### config.mk
export PLATFORM = sky130hd
export DESIGN_NAME = utf8_to_utf16_decoder_flat
export DESIGN_NICKNAME = d
export VERILOG_FILES = /design/src/rtl/core/u2u_pkg.sv /design/src/rtl/core/u2u_if.sv /design/src/rtl/core/u2u_step.sv /design/src/rtl/core/utf8_to_utf16_decoder.sv /design/src/flat_wrapper.sv
export SDC_FILE = /design/constraint.sdc
export NUM_CORES = 1
export LEC_CHECK = 0
export ABC_AREA = 0
export BUFFER_PORTS_ARGS = -buffer_cell sky130_fd_sc_hd__buf_2
export CORE_MARGIN = 1.5
export CORE_UTILIZATION = 25
export DETAILED_ROUTE_END_ITERATION = 10
export GPL_TIMING_DRIVEN = 0
export PLACE_DENSITY = 0.53
export SKIP_LAST_GASP = 1
export SLEW_MARGIN = 20
export SYNTH_ARGS = -nofsm -noshare
export SYNTH_HDL_FRONTEND = slang
export SYNTH_SLANG_ARGS = --single-unit
### constraint.sdc
create_clock -name clk -period 8.85 [get_ports clk]
set_input_delay 2.2125 -clock clk [delete_from_list [all_inputs] [get_ports clk]]
set_output_delay 2.2125 -clock clk [all_outputs]
set_load 0.1 [all_outputs]
### src/rtl/core/u2u_pkg.sv
`timescale 1ns / 1ps

package u2u_pkg;

	localparam int unsigned CFG_IDX_BITS = 1;
	localparam int unsigned CFG_DATA_BITS = 16;

	localparam logic [CFG_IDX_BITS-1:0] CFG_COUNT_ONLY = 1'd0;
	localparam logic [CFG_IDX_BITS-1:0] CFG_MAX_UNITS = 1'd1;

	localparam logic [15:0] MAX_UNITS_RESET = 16'hffff;

	// lead and continuation byte classes
	localparam logic [7:0] ASCII_MASK = 8'h80;
	localparam logic [7:0] CONT_MASK = 8'hc0;
	localparam logic [7:0] CONT_CODE = 8'h80;
	localparam logic [7:0] LEAD2_MASK = 8'he0;
	localparam logic [7:0] LEAD2_CODE = 8'hc0;
	localparam logic [7:0] LEAD3_MASK = 8'hf0;
	localparam logic [7:0] LEAD3_CODE = 8'he0;
	localparam logic [7:0] TERM_BYTE = 8'h00;

	typedef enum logic [1:0] {
		STATUS_OK = 2'd0,
		STATUS_LIMIT = 2'd1,
		STATUS_INVALID = 2'd2,
		STATUS_DISCARD = 2'd3
	} u2u_status_t;

	typedef struct packed {
		logic [1:0] pending;
		logic [15:0] partial;
		logic discarding;
	} u2u_state_t;

	typedef struct packed {
		logic unit_valid;
		logic [15:0] code_unit;
		logic done_res;
		u2u_status_t status;
		logic [15:0] unit_count;
	} u2u_result_t;

endpackage

### src/rtl/core/u2u_if.sv
`timescale 1ns / 1ps

interface u2u_byte_if;
	logic valid;
	logic ready;
	logic [7:0] data_byte;

	modport source (output valid, output data_byte, input ready);
	modport sink (input valid, input data_byte, output ready);
endinterface

interface u2u_unit_if;
	logic valid;
	logic ready;
	logic unit_valid;
	logic [15:0] code_unit;
	logic done_res;
	logic [1:0] status;
	logic [15:0] unit_count;

	modport source (output valid, output unit_valid, output code_unit, output done_res,
		output status, output unit_count, input ready);
	modport sink (input valid, input unit_valid, input code_unit, input done_res,
		input status, input unit_count, output ready);
endinterface

### src/rtl/core/u2u_step.sv
`timescale 1ns / 1ps

module u2u_step import u2u_pkg::*; #(
	parameter int unsigned COUNT_BITS = 16
) (
	input logic [7:0] data_byte,
	input u2u_state_t st,
	input logic [COUNT_BITS-1:0] count,
	input logic count_only,
	input logic [15:0] max_units,
	output u2u_state_t st_next,
	output logic [COUNT_BITS-1:0] count_next,
	output u2u_result_t res
);

	localparam int unsigned CW = (COUNT_BITS > 16) ? COUNT_BITS : 16;

	logic writing;
	logic at_limit;
	logic zero_limit;
	logic [COUNT_BITS-1:0] count_bump;
	logic [COUNT_BITS-1:0] cnt_out;
	logic [CW-1:0] cnt_ext;

	assign writing = !count_only;
	assign at_limit = CW'(count) >= CW'(max_units);
	assign zero_limit = writing && (max_units == 16'd0) && (st.pending == 2'd0)
		&& (count == '0);
	// saturating increment
	assign count_bump = (&count) ? count : COUNT_BITS'(count + 1'b1);

	always_comb begin
		st_next = st;
		count_next = count;
		cnt_out = count;
		res = '0;
		res.status = STATUS_OK;

		if (st.discarding) begin
			res.status = STATUS_DISCARD;
			if (data_byte == TERM_BYTE) begin
				st_next = '0;
				count_next = '0;
			end
		end else if (zero_limit) begin
			res.status = STATUS_LIMIT;
			res.done_res = 1'b1;
			cnt_out = '0;
			if (data_byte != TERM_BYTE) begin
				st_next.discarding = 1'b1;
			end
		end else if (data_byte == TERM_BYTE) begin
			res.done_res = 1'b1;
			if (st.pending != 2'd0) begin
				res.status = STATUS_INVALID;
			end else if (writing && !at_limit) begin
				// terminating zero unit
				res.unit_valid = 1'b1;
			end
			st_next = '0;
			count_next = '0;
		end else if (st.pending != 2'd0) begin
			if ((data_byte & CONT_MASK) != CONT_CODE) begin
				res.status = STATUS_INVALID;
				res.done_res = 1'b1;
				st_next.discarding = 1'b1;
			end else if (st.pending >= 2'd2) begin
				st_next.partial = st.partial | {4'd0, data_byte[5:0], 6'd0};
				st_next.pending = 2'd1;
			end else begin
				res.unit_valid = writing;
				res.code_unit = writing ? (st.partial | {10'd0, data_byte[5:0]}) : 16'd0;
				st_next.pending = 2'd0;
			end
		end else if (writing && at_limit) begin
			res.status = STATUS_LIMIT;
			res.done_res = 1'b1;
			st_next.discarding = 1'b1;
		end else begin
			if ((data_byte & ASCII_MASK) == 8'd0) begin
				count_next = count_bump;
				res.unit_valid = writing;
				res.code_unit = writing ? {9'd0, data_byte[6:0]} : 16'd0;
			end else if ((data_byte & LEAD2_MASK) == LEAD2_CODE) begin
				st_next.partial = {5'd0, data_byte[4:0], 6'd0};
				st_next.pending = 2'd1;
				count_next = count_bump;
			end else if ((data_byte & LEAD3_MASK) == LEAD3_CODE) begin
				st_next.partial = {data_byte[3:0], 12'd0};
				st_next.pending = 2'd2;
				count_next = count_bump;
			end else begin
				// four-byte or longer lead, or stray continuation
				res.status = STATUS_INVALID;
				res.done_res = 1'b1;
				st_next.discarding = 1'b1;
			end
			cnt_out = count_next;
		end

		cnt_ext = CW'(cnt_out);
		res.unit_count = cnt_ext[15:0];
	end

endmodule

### src/rtl/core/utf8_to_utf16_decoder.sv
`timescale 1ns / 1ps

// UTF-8 to UTF-16 decoder for the Basic Multilingual Plane.
// byte_ch carries one byte of a zero-terminated UTF-8 string per transfer;
// unit_ch returns exactly one result per byte: an optional code unit, a done
// flag, a status code and the running unit count of the current string.
// Configuration (count_only, max_units) is written through cfg_we, cfg_index
// and cfg_data while the block is idle; each write takes effect at once.
// A byte accepted into the input register is decoded from there and its result
// is registered in the output register, shown on unit_ch from then on.
// Throughput: one byte per cycle while unit_ch does not stall; the decode of one
// byte against the string state and the count-against-limit compare sit between the two registers.
// A byte may be taken while an earlier result still waits on unit_ch.
// When the receiver stalls, the result register holds, the input register
// fills and byte_ch.ready drops until unit_ch.ready returns.
// Reset clears the string state, empties both registers, sets count_only
// to 0 and max_units to 65535.
module utf8_to_utf16_decoder import u2u_pkg::*; #(
	parameter int unsigned COUNT_BITS = 16
) (
	input logic clk,
	input logic arst_n,
	input logic cfg_we,
	input logic [CFG_IDX_BITS-1:0] cfg_index,
	input logic [CFG_DATA_BITS-1:0] cfg_data,
	u2u_byte_if.sink byte_ch,
	u2u_unit_if.source unit_ch
);

	logic count_only_q;
	logic [15:0] max_units_q;

	logic valid_s1;
	logic [7:0] byte_s1;
	logic valid_s2;
	u2u_result_t res_s2;

	u2u_state_t state_q;
	u2u_state_t state_next;
	logic [COUNT_BITS-1:0] count_q;
	logic [COUNT_BITS-1:0] count_next;
	u2u_result_t res;

	logic advance;
	logic take;
	logic byte_xfer;

	assign advance = !valid_s2 || unit_ch.ready;
	assign take = valid_s1 && advance;
	assign byte_ch.ready = !valid_s1 || advance;
	assign byte_xfer = byte_ch.valid && byte_ch.ready;

	always_ff @(posedge clk or negedge arst_n) begin
		if (!arst_n) begin
			count_only_q <= 1'b0;
			max_units_q <= MAX_UNITS_RESET;
		end else if (cfg_we) begin
			case (cfg_index)
				CFG_COUNT_ONLY: count_only_q <= cfg_data[0];
				CFG_MAX_UNITS: max_units_q <= cfg_data[15:0];
				default: ;
			endcase
		end
	end

	always_ff @(posedge clk or negedge arst_n) begin
		if (!arst_n) begin
			valid_s1 <= 1'b0;
		end else if (byte_xfer) begin
			valid_s1 <= 1'b1;
		end else if (take) begin
			valid_s1 <= 1'b0;
		end
	end

	always_ff @(posedge clk) begin
		if (byte_xfer) begin
			byte_s1 <= byte_ch.data_byte;
		end
	end

	u2u_step #(
		.COUNT_BITS(COUNT_BITS)
	) u_step (
		.data_byte(byte_s1),
		.st(state_q),
		.count(count_q),
		.count_only(count_only_q),
		.max_units(max_units_q),
		.st_next(state_next),
		.count_next(count_next),
		.res(res)
	);

	// string state moves only when the decoded result enters the output register
	always_ff @(posedge clk or negedge arst_n) begin
		if (!arst_n) begin
			state_q <= '0;
			count_q <= '0;
			valid_s2 <= 1'b0;
		end else begin
			if (take) begin
				state_q <= state_next;
				count_q <= count_next;
				valid_s2 <= 1'b1;
			end else if (unit_ch.ready) begin
				valid_s2 <= 1'b0;
			end
		end
	end

	always_ff @(posedge clk) begin
		if (take) begin
			res_s2 <= res;
		end
	end

	assign unit_ch.valid = valid_s2;
	assign unit_ch.unit_valid = res_s2.unit_valid;
	assign unit_ch.code_unit = res_s2.code_unit;
	assign unit_ch.done_res = res_s2.done_res;
	assign unit_ch.status = res_s2.status;
	assign unit_ch.unit_count = res_s2.unit_count;

`ifndef NO_ASSERTIONS
	a_unit_only_ok: assert property (@(posedge clk) disable iff (!arst_n)
		valid_s2 && res_s2.unit_valid |-> res_s2.status == STATUS_OK)
		else $error("code unit emitted with error status");

	a_discard_quiet: assert property (@(posedge clk) disable iff (!arst_n)
		valid_s2 && res_s2.status == STATUS_DISCARD |-> !res_s2.done_res && !res_s2.unit_valid)
		else $error("discarded byte produced a unit or end");

	a_term_zero: assert property (@(posedge clk) disable iff (!arst_n)
		valid_s2 && res_s2.done_res && res_s2.unit_valid |-> res_s2.code_unit == 16'd0)
		else $error("terminator unit is not zero");

	a_s1_hold: assert property (@(posedge clk) disable iff (!arst_n)
		valid_s1 && !advance |=> valid_s1 && $stable(byte_s1))
		else $error("input register lost a byte while stalled");
`endif

endmodule

### src/flat_wrapper.sv
// flat-port wrapper written by rule: the top's interface ports become plain ports
module utf8_to_utf16_decoder_flat import u2u_pkg::*;
#(
	parameter int unsigned COUNT_BITS = 16
)
  (clk, arst_n, cfg_we, cfg_index, cfg_data, byte_ch_valid, byte_ch_data_byte, byte_ch_ready, unit_ch_valid, unit_ch_unit_valid, unit_ch_code_unit, unit_ch_done_res, unit_ch_status, unit_ch_unit_count, unit_ch_ready);
  u2u_byte_if byte_ch_i ();
  u2u_unit_if unit_ch_i ();
  input logic clk;
  input logic arst_n;
  input logic cfg_we;
  input logic [CFG_IDX_BITS-1:0] cfg_index;
  input logic [CFG_DATA_BITS-1:0] cfg_data;
  input wire logic [$bits(byte_ch_i.valid)-1:0] byte_ch_valid;
  input wire logic [$bits(byte_ch_i.data_byte)-1:0] byte_ch_data_byte;
  output wire logic [$bits(byte_ch_i.ready)-1:0] byte_ch_ready;
  output wire logic [$bits(unit_ch_i.valid)-1:0] unit_ch_valid;
  output wire logic [$bits(unit_ch_i.unit_valid)-1:0] unit_ch_unit_valid;
  output wire logic [$bits(unit_ch_i.code_unit)-1:0] unit_ch_code_unit;
  output wire logic [$bits(unit_ch_i.done_res)-1:0] unit_ch_done_res;
  output wire logic [$bits(unit_ch_i.status)-1:0] unit_ch_status;
  output wire logic [$bits(unit_ch_i.unit_count)-1:0] unit_ch_unit_count;
  input wire logic [$bits(unit_ch_i.ready)-1:0] unit_ch_ready;
  assign byte_ch_i.valid = byte_ch_valid;
  assign byte_ch_i.data_byte = byte_ch_data_byte;
  assign byte_ch_ready = byte_ch_i.ready;
  assign unit_ch_valid = unit_ch_i.valid;
  assign unit_ch_unit_valid = unit_ch_i.unit_valid;
  assign unit_ch_code_unit = unit_ch_i.code_unit;
  assign unit_ch_done_res = unit_ch_i.done_res;
  assign unit_ch_status = unit_ch_i.status;
  assign unit_ch_unit_count = unit_ch_i.unit_count;
  assign unit_ch_i.ready = unit_ch_ready;
  utf8_to_utf16_decoder #(.COUNT_BITS(COUNT_BITS)) u_core (.clk(clk), .arst_n(arst_n), .cfg_we(cfg_we), .cfg_index(cfg_index), .cfg_data(cfg_data), .byte_ch(byte_ch_i), .unit_ch(unit_ch_i));
endmodule
==> run metrics, run 1 <==
Initial Utilization 25.5%; Port Buffers 67; Avg Cell Area, Syn 11.2 um2; First-pass DRT Iterations 4; R2R Setup Slk 5.21 ns; Antenna Cells 0; vias 3,505; Final nets 550; clock power share 26.4%; Seq pwr share 39.6%; GR Overflow Total 0; Post-CTS Repair Setup Buffers 0; ys async rst share 52.2%; worst vdd ir 107 uV; Post-synth EDFFs 44; post_cts resized 0; drt total wl 11,500 um; HPWL after detailed placement 8680 um; Clock Path Buffers 2; Final Slew Violations 0; Clock Sinks 92; IO Pins 68; CP max FO 3; DRC 0; Net Switching 581 uW; CP Capture Type primary output; Mapped Cells 423; Core Region 18,600 um2; Int Power 876 uW; maximum clock rate 196 MHz; initial DRC count 274; critical path arrival 2.88 ns; final setup margin 3.76 ns; via density per instance 4.73; gr usage total 12.2%; first-pass GRT wire length 18,800 um; Finish-stage setup viols 0; Hold WS 0.486 ns; Area Growth Syn to Fin 19.9%; CTS tree built; PD cells 256 nW/um2; Synthesized Nets 471; clock latency at the later pin of the worst-skew pair 0.36 ns; status finished clean; share of post-route cells with drive strength above 1 26.6%; # rows 50; Synth top area share 27.8%; Logic pwr share 34.0%; root buf cell clkbuf_16; Critical Path RT 6.64 ns; dominant cells by area after synthesis edfxtp_1 (28%), dfrtp_1 (17%), dfstp_2 (8.9%); placed cells 725; tightest slew margin relative to the limit 54.5%; Sw Ratio 39.9%; Layout fillers 1,921; Core Util, Final 30.5%; Synth area leader edfxtp_1; Detail Route Antenna Nets 0; synthesized cell area 4750 um2; count of different cell masters after synthesis 60; Max Cap Viol 0; sequential area share after synthesis 53.5%; WL/cell 15.6 um; Ys Warns 0; setup slack at placement 3.77 ns; chip height 141 um; RSZ-0062 raised after global routing no; crit start category input port; TritonCTS Buffers 9; Least-Margin Pin Slew 0.678 ns; kind of critical path input port to primary output; routability cong. 0.830; Final min period 5.09 ns; Setup TNS 0 ns; Fin Clk Skew 0.0108 ns; Non-Filler Instances 741; vias in the first global route 3,569; flop and latch count out of synthesis 92; H-tree levels 3; CTS hold repair buffers 0; clock transition at the registers of the reported paths 0.06 ns; largest net degree at the start of global routing 49; chip width 141 um; final hold vios 0; Worst Hold Class flop to flop; Final period util 57.5%; Post-synth top flop edfxtp_1; Die Area 19,800 um2; Leakage 0.00237 uW; initial antenna violation count 0
-- metrics by stage --
step           cell area (um2)  total power (uW)
2_1_floorplan             4750               956
3_3_place_gp              5380              1070
3_5_place_dp              5400              1080
4_1_cts                   5690              1480
5_1_grt                   5690              1540
6_report                  5690              1460
-- cell type report --
cell class | count | area [um2] | share of cell area, %
Sequential cell | 92 | 2540 | 44.6
Multi-Input combinational cell | 282 | 2010 | 35.4
Timing Repair Buffer | 68 | 358 | 6.28
Tap cell | 234 | 293 | 5.14
Clock buffer | 10 | 229 | 4.02
Inverter | 29 | 109 | 1.91
Buffer | 20 | 85.1 | 1.49
Clock inverter | 6 | 63.8 | 1.12
-- path summary, 6_finish.rpt --
| kind | startpoint | endpoint | cells after the start |
|---|---|---|---|
| worst max register to register | u_core.count_q[0]$_DFFE_PN0P_ | u_core.unit_ch.unit_count[8]$_DFFE_PP_ | 11 |
| min in group asynchronous | arst_n | u_core.unit_ch.valid$_DFFE_PN0P_ | 1 |
| worst max-delay path | unit_ch_ready | byte_ch_ready | 3 |
| worst min-delay path | u_core.state_q[10]$_DFFE_PN0P_ | u_core.state_q[10]$_DFFE_PN0P_ | 1 |
| worst min register to register | u_core.state_q[10]$_DFFE_PN0P_ | u_core.state_q[10]$_DFFE_PN0P_ | 1 |
| max in group asynchronous | arst_n | u_core.count_q[9]$_DFFE_PN0P_ | 1 |
-- routing by layer --
metal / track usage (%) / up-vias / part of all wire (%)
li1: - / 1738 / -
met1: 16.8 / 1655 / 49
met2: 17.8 / 92 / 43
met3: 3.16 / 20 / 5.3
met4: 5.87 / 0 / 2.5
met5: 0 / - / 0
-- Yosys cell counts, types with 2 or more instances --
cell	n
a21o_1	2
a21oi_1	11
a22o_1	3
a31o_2	2
a31oi_1	6
a32o_1	6
a32oi_1	2
a41o_1	2
and2_1	10
and3_1	11
buf_2	4
clkbuf_1	15
dfrtp_1	32
dfstp_2	16
edfxtp_1	44
ha_1	18
inv_1	29
mux2_2	19
mux2i_1	5
nand2_1	40
nand2b_1	10
nand3_1	16
nand3b_1	3
nand4_1	7
nor2_1	15
nor2b_1	3
nor3_1	15
nor4_1	8
o211ai_1	2
o21ai_0	14
o311ai_0	7
o31ai_1	8
o32ai_1	2
or3_1	2
xnor2_1	9
-- registers in the layout (all words and copies together) (netlist names) --
| signal | count |
|---|---|
| u_core.valid_s1 | 1 |
| u_core.unit_ch.done_res | 1 |
| u_core.unit_ch.unit_valid | 1 |
| u_core.unit_ch.valid | 1 |
| u_core.count_only_q | 1 |
| u_core.count_q | 16 |
| u_core.unit_ch.unit_count | 16 |
| u_core.unit_ch.status | 2 |
| u_core.state_q | 13 |
| u_core.byte_s1 | 8 |
| u_core.unit_ch.code_unit | 16 |
| u_core.max_units_q | 16 |
-- power groups by stage --
stage	sequential (uW)	clock [uW]	combinational (uW)
after floorplan	714	0	242
after global placement	583	0	489
after detailed placement	585	0	496
after CTS	577	400	498
after global routing	586	413	537
final	577	385	496
-- placed cells by master, fill, tap and decap left out, drive strengths merged, types with 7 or more instances in the layout --
cell type,synthesis,final
inv,29,30
mux2,19,19
buf,5,73
o21ai,15,15
a21oi,11,11
dfstp,16,16
clkbuf,15,25
nand3,16,16
nor4,9,9
o311ai,7,7
nor3,16,16
nand4,8,8
and3,11,11
nor2,15,15
nand2b,10,10
xnor2,9,9
dfrtp,32,32
o31ai,8,8
and2,10,10
nand2,41,41
ha,18,18
edfxtp,44,44
-- critical path, stage by stage --
cell	delay (ns)
buf_2	0.08
nand3b_1	0.14
buf_2	0.45
-- cell families (layout without fill, tap and decap cells) --
logic type / after synthesis / after routing / synth area share, %
buf+inv: 49 / 133 / 4.06
mux: 24 / 24 / 5.56
simple gates: 150 / 150 / 17.3
fa+ha+maj: 18 / 18 / 4.74
xor+xnor: 9 / 9 / 1.66
compound gates: 81 / 81 / 13.1
flops: 92 / 92 / 53.5
(Power assumes the default switching activity.)
==> run 2, diff against run 1 <==
--- a/config.mk
+++ b/config.mk
@@ -11,7 +11,7 @@
 export CORE_UTILIZATION = 25
 export DETAILED_ROUTE_END_ITERATION = 10
 export GPL_TIMING_DRIVEN = 0
-export PLACE_DENSITY = 0.53
+export PLACE_DENSITY = 0.55
 export SKIP_LAST_GASP = 1
 export SLEW_MARGIN = 20
 export SYNTH_ARGS = -nofsm -noshare
==> constraint.sdc (replaced) <==
create_clock -name clk -period 4.1 [get_ports clk]
set_input_delay 1.025 -clock clk [delete_from_list [all_inputs] [get_ports clk]]
set_output_delay 1.025 -clock clk [all_outputs]
set_load 0.1 [all_outputs]
==> run 2 against run 1 <==
  * Sequential cell count did not move
  * Hold slack improved by 0.012 ns
  * Total power rose by 120%
  * Register-to-register slack got worse by 4.7 ns
  * Routed wire length fell by 0.69%
  * Global-route usage fell by 0.11 points
  * Count of clock-buffer cells in the layout rose by 1
  * Critical path depth rose by 8
  * Largest power group unchanged
  * Highest routed layer unchanged
==> run metrics, run 2 (synthesis gave the netlist of run 1 again) <==
CTS hold repair buffers 0 (unchanged); delay-heaviest family, CP compound AO/OA/AOI/OAI gates; most frequent cells in the layout buf_2 (70), edfxtp_1 (44), nand2_1 (40); multi-input logic area 2010 um2 (unchanged); Least-Margin Pin Slew 0.676 ns (-0.00204 ns); Final min period 3.58 ns; clock latency at the later pin of the worst-skew pair 0.35 ns (about the same); CP max FO 10 (+7); Worst Hold Class flop to flop; final hold vios 0 (unchanged); critical path's most frequent cell buf_2; Sw Ratio 39.4% (-0.50 points); Max Cap Viol 0 (unchanged); Final period util 87.4%; hold path start u_core.state_q[12]$_DFFE_PN0P_; Area Growth Syn to Fin 20.3%; Finish-stage setup viols 0 (unchanged); Final nets 550 (unchanged); sequence of cells on the critical path inv_1 -> ha_1 -> nand2b_1 -> a2111o_1 -> a311oi_1 -> a32oi_1 -> buf_2 -> nor4_2 -> buf_2 -> nand2_1 -> xnor2_1; kind of critical path flop to flop; Seq pwr share 39.0% (-0.6 points); crit start category flop; Logic pwr share 33.7% (-0.3 points); Worst path slowest cell a311oi_1; WL/cell 15.5 um (-0.69%); setup slack at placement 0.508 ns (-3.26 ns); Layout fillers 1,917 (-0.21%); HPWL after detailed placement 8670 um (-0.12%); Die Area 19,800 um2 (unchanged); Core Region 18,600 um2 (unchanged); Clock Path Buffers 2 (unchanged); H-tree levels 3 (unchanged); share of post-route cells with drive strength above 1 26.8% (+0.20 points); hold depth 1 (unchanged); Fin Clk Skew 0.00739 ns (-0.00344 ns); chip height 141 um (unchanged); WHS Endpoint u_core.state_q[12]$_DFFE_PN0P_; first-pass GRT wire length 18,700 um (-0.44%); initial DRC count 216 (-21%); # rows 50 (unchanged); TritonCTS Buffers 9 (unchanged); tightest slew margin relative to the limit 54.6% (+0.14 points); CP Capture Type flop; First-pass DRT Iterations 4 (unchanged); Setup TNS 0 ns (unchanged); R2R Path Start u_core.count_q[0]$_DFFE_PN0P_; post_cts resized 0 (unchanged); vias in the first global route 3,457 (-3.1%); critical path arrival 3.66 ns (+0.78 ns); routability cong. 0.826 (-0.49%); met2 WL 4970 um (-0.20%); Reg2Reg Depth 11 (unchanged); Antenna Cells 0 (unchanged); most common cell after layout, fill and taps aside buf_2; PD cells 556 nW/um2 (+120%); via density per instance 4.73 (about the same); Detail Route Antenna Nets 0 (unchanged); status finished clean; Worst Path Buf+Inv 3 (+1); Net Switching 1250 uW (+120%); Final Slew Violations 0 (unchanged); CTS tree built; WL met3 664 um (+9.0%); chip width 141 um (unchanged); Leakage 0.00237 uW (+0.39%); largest net degree at the start of global routing 49 (unchanged); final setup margin 0.518 ns (-3.24 ns); Critical Path RT 4.18 ns (-2.46 ns); Port Buffers 67 (unchanged); GR Overflow Total 0 (unchanged); worst vdd ir 209 uV (+96%); sequential cell area 2540 um2 (unchanged); RSZ-0062 raised after global routing no; DRC 0 (unchanged); slowest cell delay on critical path 0.56 ns (+0.11 ns); maximum clock rate 279 MHz; Initial Utilization 25.5% (unchanged); Clock Sinks 92 (unchanged); vias 3,508 (+0.086%); clock transition at the registers of the reported paths 0.06 ns (about the same); gr usage total 12.1% (-0.11 points); R2R Setup Slk 0.52 ns (-4.69 ns); max layer used met4; drt total wl 11,500 um (-0.69%); Post-CTS Repair Setup Buffers 0 (unchanged); IO Pins 68 (unchanged); RR Endpoint u_core.unit_ch.unit_count[6]$_DFFE_PP_; clock power share 27.3% (+0.9 points); total power 3180 uW (+120%); WL met1 5590 um (-1.0%); initial antenna violation count 0 (unchanged); Int Power 1930 uW (+120%); root buf cell clkbuf_16
run 2: power by group through the flow:
stage,registers (uW),clock network [uW],logic (uW)
floorplan,1540,0,522
global placement,1260,0,1060
detailed placement,1260,0,1070
CTS,1240,890,1080
global route,1260,948,1160
finish,1240,866,1070
run 2: worst max-delay path by stage:
stage                                        startpoint  depth (start not counted)                                      to  slack (ns)
after floorplan                           unit_ch_ready                          7           u_core.state_q[8]$_DFFE_PN0P_        0.60
after global placement                    unit_ch_ready                          8          u_core.count_q[10]$_DFFE_PN0P_       -0.22
after detailed placement  u_core.count_q[0]$_DFFE_PN0P_                         11  u_core.unit_ch.unit_count[6]$_DFFE_PP_        0.51
after CTS                 u_core.count_q[0]$_DFFE_PN0P_                         11  u_core.unit_ch.unit_count[6]$_DFFE_PP_        0.50
after global routing      u_core.count_q[0]$_DFFE_PN0P_                         11  u_core.unit_ch.unit_count[6]$_DFFE_PP_        0.23
final                     u_core.count_q[0]$_DFFE_PN0P_                         11  u_core.unit_ch.unit_count[6]$_DFFE_PP_        0.52
run 2: worst register-to-register path, delay by kind of cell (launching register included):
| family | cells | cell delay (ns) |
|---|---|---|
| AOI/OAI and AO/OA | 3 | 1.20 |
| adders and majority gates | 1 | 0.31 |
| and+or+nand+nor | 3 | 0.53 |
| xor gates and xnor gates | 1 | 0.17 |
| DFF | 1 | 0.43 |
| buffers and inverters | 3 | 0.67 |
run 2: per-layer routing:
layer  vias to the layer above  GRT usage, %
li1                       1732             -
met1                      1666          17.2
met2                        93          18.0
met3                        17          2.58
met4                         0          4.50
met5                         -             0
run 2: per-stage QoR:
step | instances | cell area (um2) | hold slack (ns) | util (%)
after global placement | 724 | 5380 | 0.464 | 28.8
after CTS | 741 | 5710 | 0.499 | 30.6
after floorplan | 423 | 4750 | 0.449 | -
final | 741 | 5710 | 0.497 | 30.6
after global routing | 741 | 5710 | 0.517 | 30.6
after detailed placement | 725 | 5400 | 0.483 | 29.0
run 2: layout make-up:
type,instances,share of cell area [%]
clock inverters,5,1.03
clock buffers,11,4.42
repair buffers,68,6.26
inverters,29,1.91
well taps,234,5.12
plain buffers,20,1.49
flip-flops and latches,92,44.5
multi-input cells,282,35.3
==> run 3, diff against run 2 <==
--- a/config.mk
+++ b/config.mk
@@ -5,10 +5,11 @@
 export SDC_FILE = /design/constraint.sdc
 export NUM_CORES = 1
 export LEC_CHECK = 0
-export ABC_AREA = 0
+export ABC_AREA = 1
 export BUFFER_PORTS_ARGS = -buffer_cell sky130_fd_sc_hd__buf_2
 export CORE_MARGIN = 1.5
 export CORE_UTILIZATION = 25
+export CTS_BUF_LIST = sky130_fd_sc_hd__clkbuf_8
 export DETAILED_ROUTE_END_ITERATION = 10
 export GPL_TIMING_DRIVEN = 0
 export PLACE_DENSITY = 0.55
==> run 3 against run 2 <==
  * Count of clock-buffer cells in the layout shrank 2
  * Register-to-register slack better by 0.73 ns
  * Critical path depth rose by 1
  * Sequential power grew 17%
  * Clock power fell by 11%
  * Sequential share of layout area down 1.8 points
  * Combinational power up 86%
  * Global-route usage up 1.2 points
  * Non-clock buffer count is 4 lower
  * Clock skew up 0.0083 ns
==> run metrics, run 3 <==
status finished clean; count of different cell masters after synthesis 34 (-43%); Ys Warns 0 (unchanged); Synthesized Nets 649 (+38%); HPWL after detailed placement 9780 um (+13%); Net Switching 2080 uW (+66%); IO Pins 68 (unchanged); Clock Sinks 92 (unchanged); drt total wl 13,100 um (+15%); Port Buffers 67 (unchanged); Logic pwr share 47.3% (+14 points); initial DRC count 282 (+31%); Core Region 19,600 um2 (+5.1%); most instantiated library cell after synthesis nand2_1; vias 4,205 (+20%); clock power share 18.3% (-9.0 points); # rows 51 (+2.0%); PD cells 709 nW/um2 (+27%); Avg Cell Area, Syn 8.36 um2 (-26%); via density per instance 4.43 (-6.4%); final hold vios 0 (unchanged); Final period util 69.7% (-18 points); Fin Clk Skew 0.0157 ns (+0.00831 ns); largest net degree at the start of global routing 49 (unchanged); CTS hold repair buffers 0 (unchanged); clock latency at the later pin of the worst-skew pair 0.39 ns (+0.04 ns); worst vdd ir 216 uV (+3.4%); critical path arrival 2.99 ns (-0.67 ns); WL met1 6310 um (+13%); WL met3 848 um (+28%); Area Growth Syn to Fin 18.3%; max layer used met4; Final nets 727 (+32%); gr usage total 13.3% (+1.2 points); Synth top area share 26.3% (-1.5 points); Antenna Cells 0 (unchanged); chip width 145 um (+2.8%); maximum clock rate 350 MHz (+25%); Final Slew Violations 0 (unchanged); Least-Margin Pin Slew 0.812 ns (+0.136 ns); Post-synth EDFFs 44 (unchanged); synth cell count leaders nand2_1 (177), inv_1 (80), nor2_1 (55); Area after DPL 5700 um2 (+5.5%); Int Power 2140 uW (+11%); sequential area share after synthesis 50.6% (-3.0 points); Initial Utilization 25.7% (+0.19 points); Clock Path Buffers 2 (unchanged); Worst path slowest cell a21oi_1; vias in the first global route 4,044 (+17%); Post-CTS Repair Setup Buffers 0 (unchanged); met2 WL 5740 um (+16%); tightest slew margin relative to the limit 45.8% (-8.8 points); most common cell after layout, fill and taps aside nand2_1; root buf cell clkbuf_8; slowest cell delay on critical path 0.61 ns (+0.05 ns); routability cong. 0.882 (+6.7%); clock transition at the registers of the reported paths 0.11 ns (+0.05 ns); Mapped Cells 601 (+42%); CP max FO 9 (-1); Layout Cell Area excl Fill 5950 um2 (+4.1%); Setup TNS 0 ns (unchanged); Sw Ratio 49.3% (+9.9 points); most frequent cells in the layout nand2_1 (177), inv_1 (79), buf_2 (67); Detail Route Antenna Nets 0 (unchanged); chip height 145 um (+2.8%); Die Area 21,000 um2 (+5.7%); Final min period 2.86 ns (-0.726 ns); GR Overflow Total 0 (unchanged); Critical Path RT 4.23 ns (+0.05 ns); ys async rst share 52.2% (unchanged); Worst Hold Class flop to flop; Post-synth top flop edfxtp_1; initial antenna violation count 0 (unchanged); CP Capture Type flop; synthesized cell area 5030 um2 (+5.8%); sequence of cells on the critical path inv_1 -> ha_1 -> a21oi_1 -> o21ai_0 -> a21oi_1 -> nand2_1 -> a21oi_1 -> nand3_1 -> nand2_1 -> nand2_1 -> nand3_1 -> nand2_1; first-pass GRT wire length 21,200 um (+13%); crit start category flop; share of post-route cells with drive strength above 1 19.3% (-7.5 points); Leakage 0.00282 uW (+19%); Seq pwr share 34.4% (-4.6 points); DRC 0 (unchanged); WL/cell 13.8 um (-11%); First-pass DRT Iterations 4 (unchanged); Finish-stage setup viols 0 (unchanged); Non-Filler Instances 949 (+28%); TritonCTS Buffers 9 (unchanged); placed cells 933 (+29%); kind of critical path flop to flop; flop and latch count out of synthesis 92 (unchanged); CTS tree built; dominant cells by area after synthesis edfxtp_1 (26%), dfrtp_1 (16%), nand2_1 (13%); RSZ-0062 raised after global routing no; post_cts resized 0 (unchanged); Synth area leader edfxtp_1; Max Cap Viol 0 (unchanged); critical path's most frequent cell nand2_1; H-tree levels 3 (unchanged)
-- run 3: final timing paths --
path                                                     from                                     end  slack [ns]  cells after the start
setup / recovery           u_core.max_units_q[11]$_DFFE_PN1P_  u_core.unit_ch.unit_count[3]$_DFFE_PP_        1.24                     12
hold / removal                 u_core.state_q[15]$_DFFE_PN0P_          u_core.state_q[15]$_DFFE_PN0P_        0.49                      2
max in group asynchronous                              arst_n           u_core.count_q[6]$_DFFE_PN0P_        3.01                      1
setup reg to reg           u_core.max_units_q[11]$_DFFE_PN1P_  u_core.unit_ch.unit_count[3]$_DFFE_PP_        1.24                     12
min in group asynchronous                              arst_n          u_core.state_q[15]$_DFFE_PN0P_        0.64                      1
hold reg to reg                u_core.state_q[15]$_DFFE_PN0P_          u_core.state_q[15]$_DFFE_PN0P_        0.49                      2
-- run 3: cells by family (layout without fill, tap and decap cells) --
group,count (synthesis),after routing,synth area share (%)
AO/OA/AOI/OAI,68,68,8.79
flip-flops,92,92,50.6
AND/OR/NAND/NOR,319,319,27.7
buffers and inverters,102,185,8.16
XOR/XNOR,2,2,0.348
adder cells (fa/ha/maj),18,18,4.48
-- run 3: worst max-delay path, delay by kind of cell, from the launching register on --
family	cells	cell delay, ns
adders and majority gates	1	0.31
buffers and inverters	1	0.07
and+or+nand+nor	6	0.69
DFF	1	0.52
AOI/OAI and AO/OA	4	1.02
-- run 3: metal layers --
| layer | GRT usage [%] | vias up |
|---|---|---|
| met3 | 2.73 | 19 |
| met5 | 0 | - |
| met2 | 19.9 | 123 |
| met4 | 5.42 | 0 |
| met1 | 18.6 | 1912 |
| li1 | - | 2151 |
-- run 3: layout make-up --
| class | count | area, um2 |
|---|---|---|
| timing repair buffer | 67 | 338 |
| fill | 2120 | 13600 |
| multi-input combinational | 407 | 2070 |
| sequential | 92 | 2540 |
| clock buffer | 9 | 124 |
| tap | 265 | 332 |
| clock inverter | 7 | 128 |
| inverter | 85 | 319 |
| buffer | 17 | 91.3 |
-- run 3: power groups by stage --
stage	Clock (uW)	Combinational [uW]	Sequential, uW
after detailed placement	0	1990	1470
after global routing	829	2190	1480
after global placement	0	1970	1470
after CTS	795	2000	1450
after floorplan	0	956	2040
final	773	1990	1450
-- run 3: metrics by stage --
step / hold slack, ns / power, uW / worst slack (ns) / util [%]
detailed placement: 0.466 / 3460 / 1.25 / 29.1
finish: 0.487 / 4220 / 1.24 / 30.4
CTS: 0.493 / 4240 / 1.25 / 30.4
floorplan: 0.449 / 3000 / 1.17 / -
global route: 0.511 / 4510 / 1.01 / 30.4
global placement: 0.463 / 3440 / 1.21 / 29.1
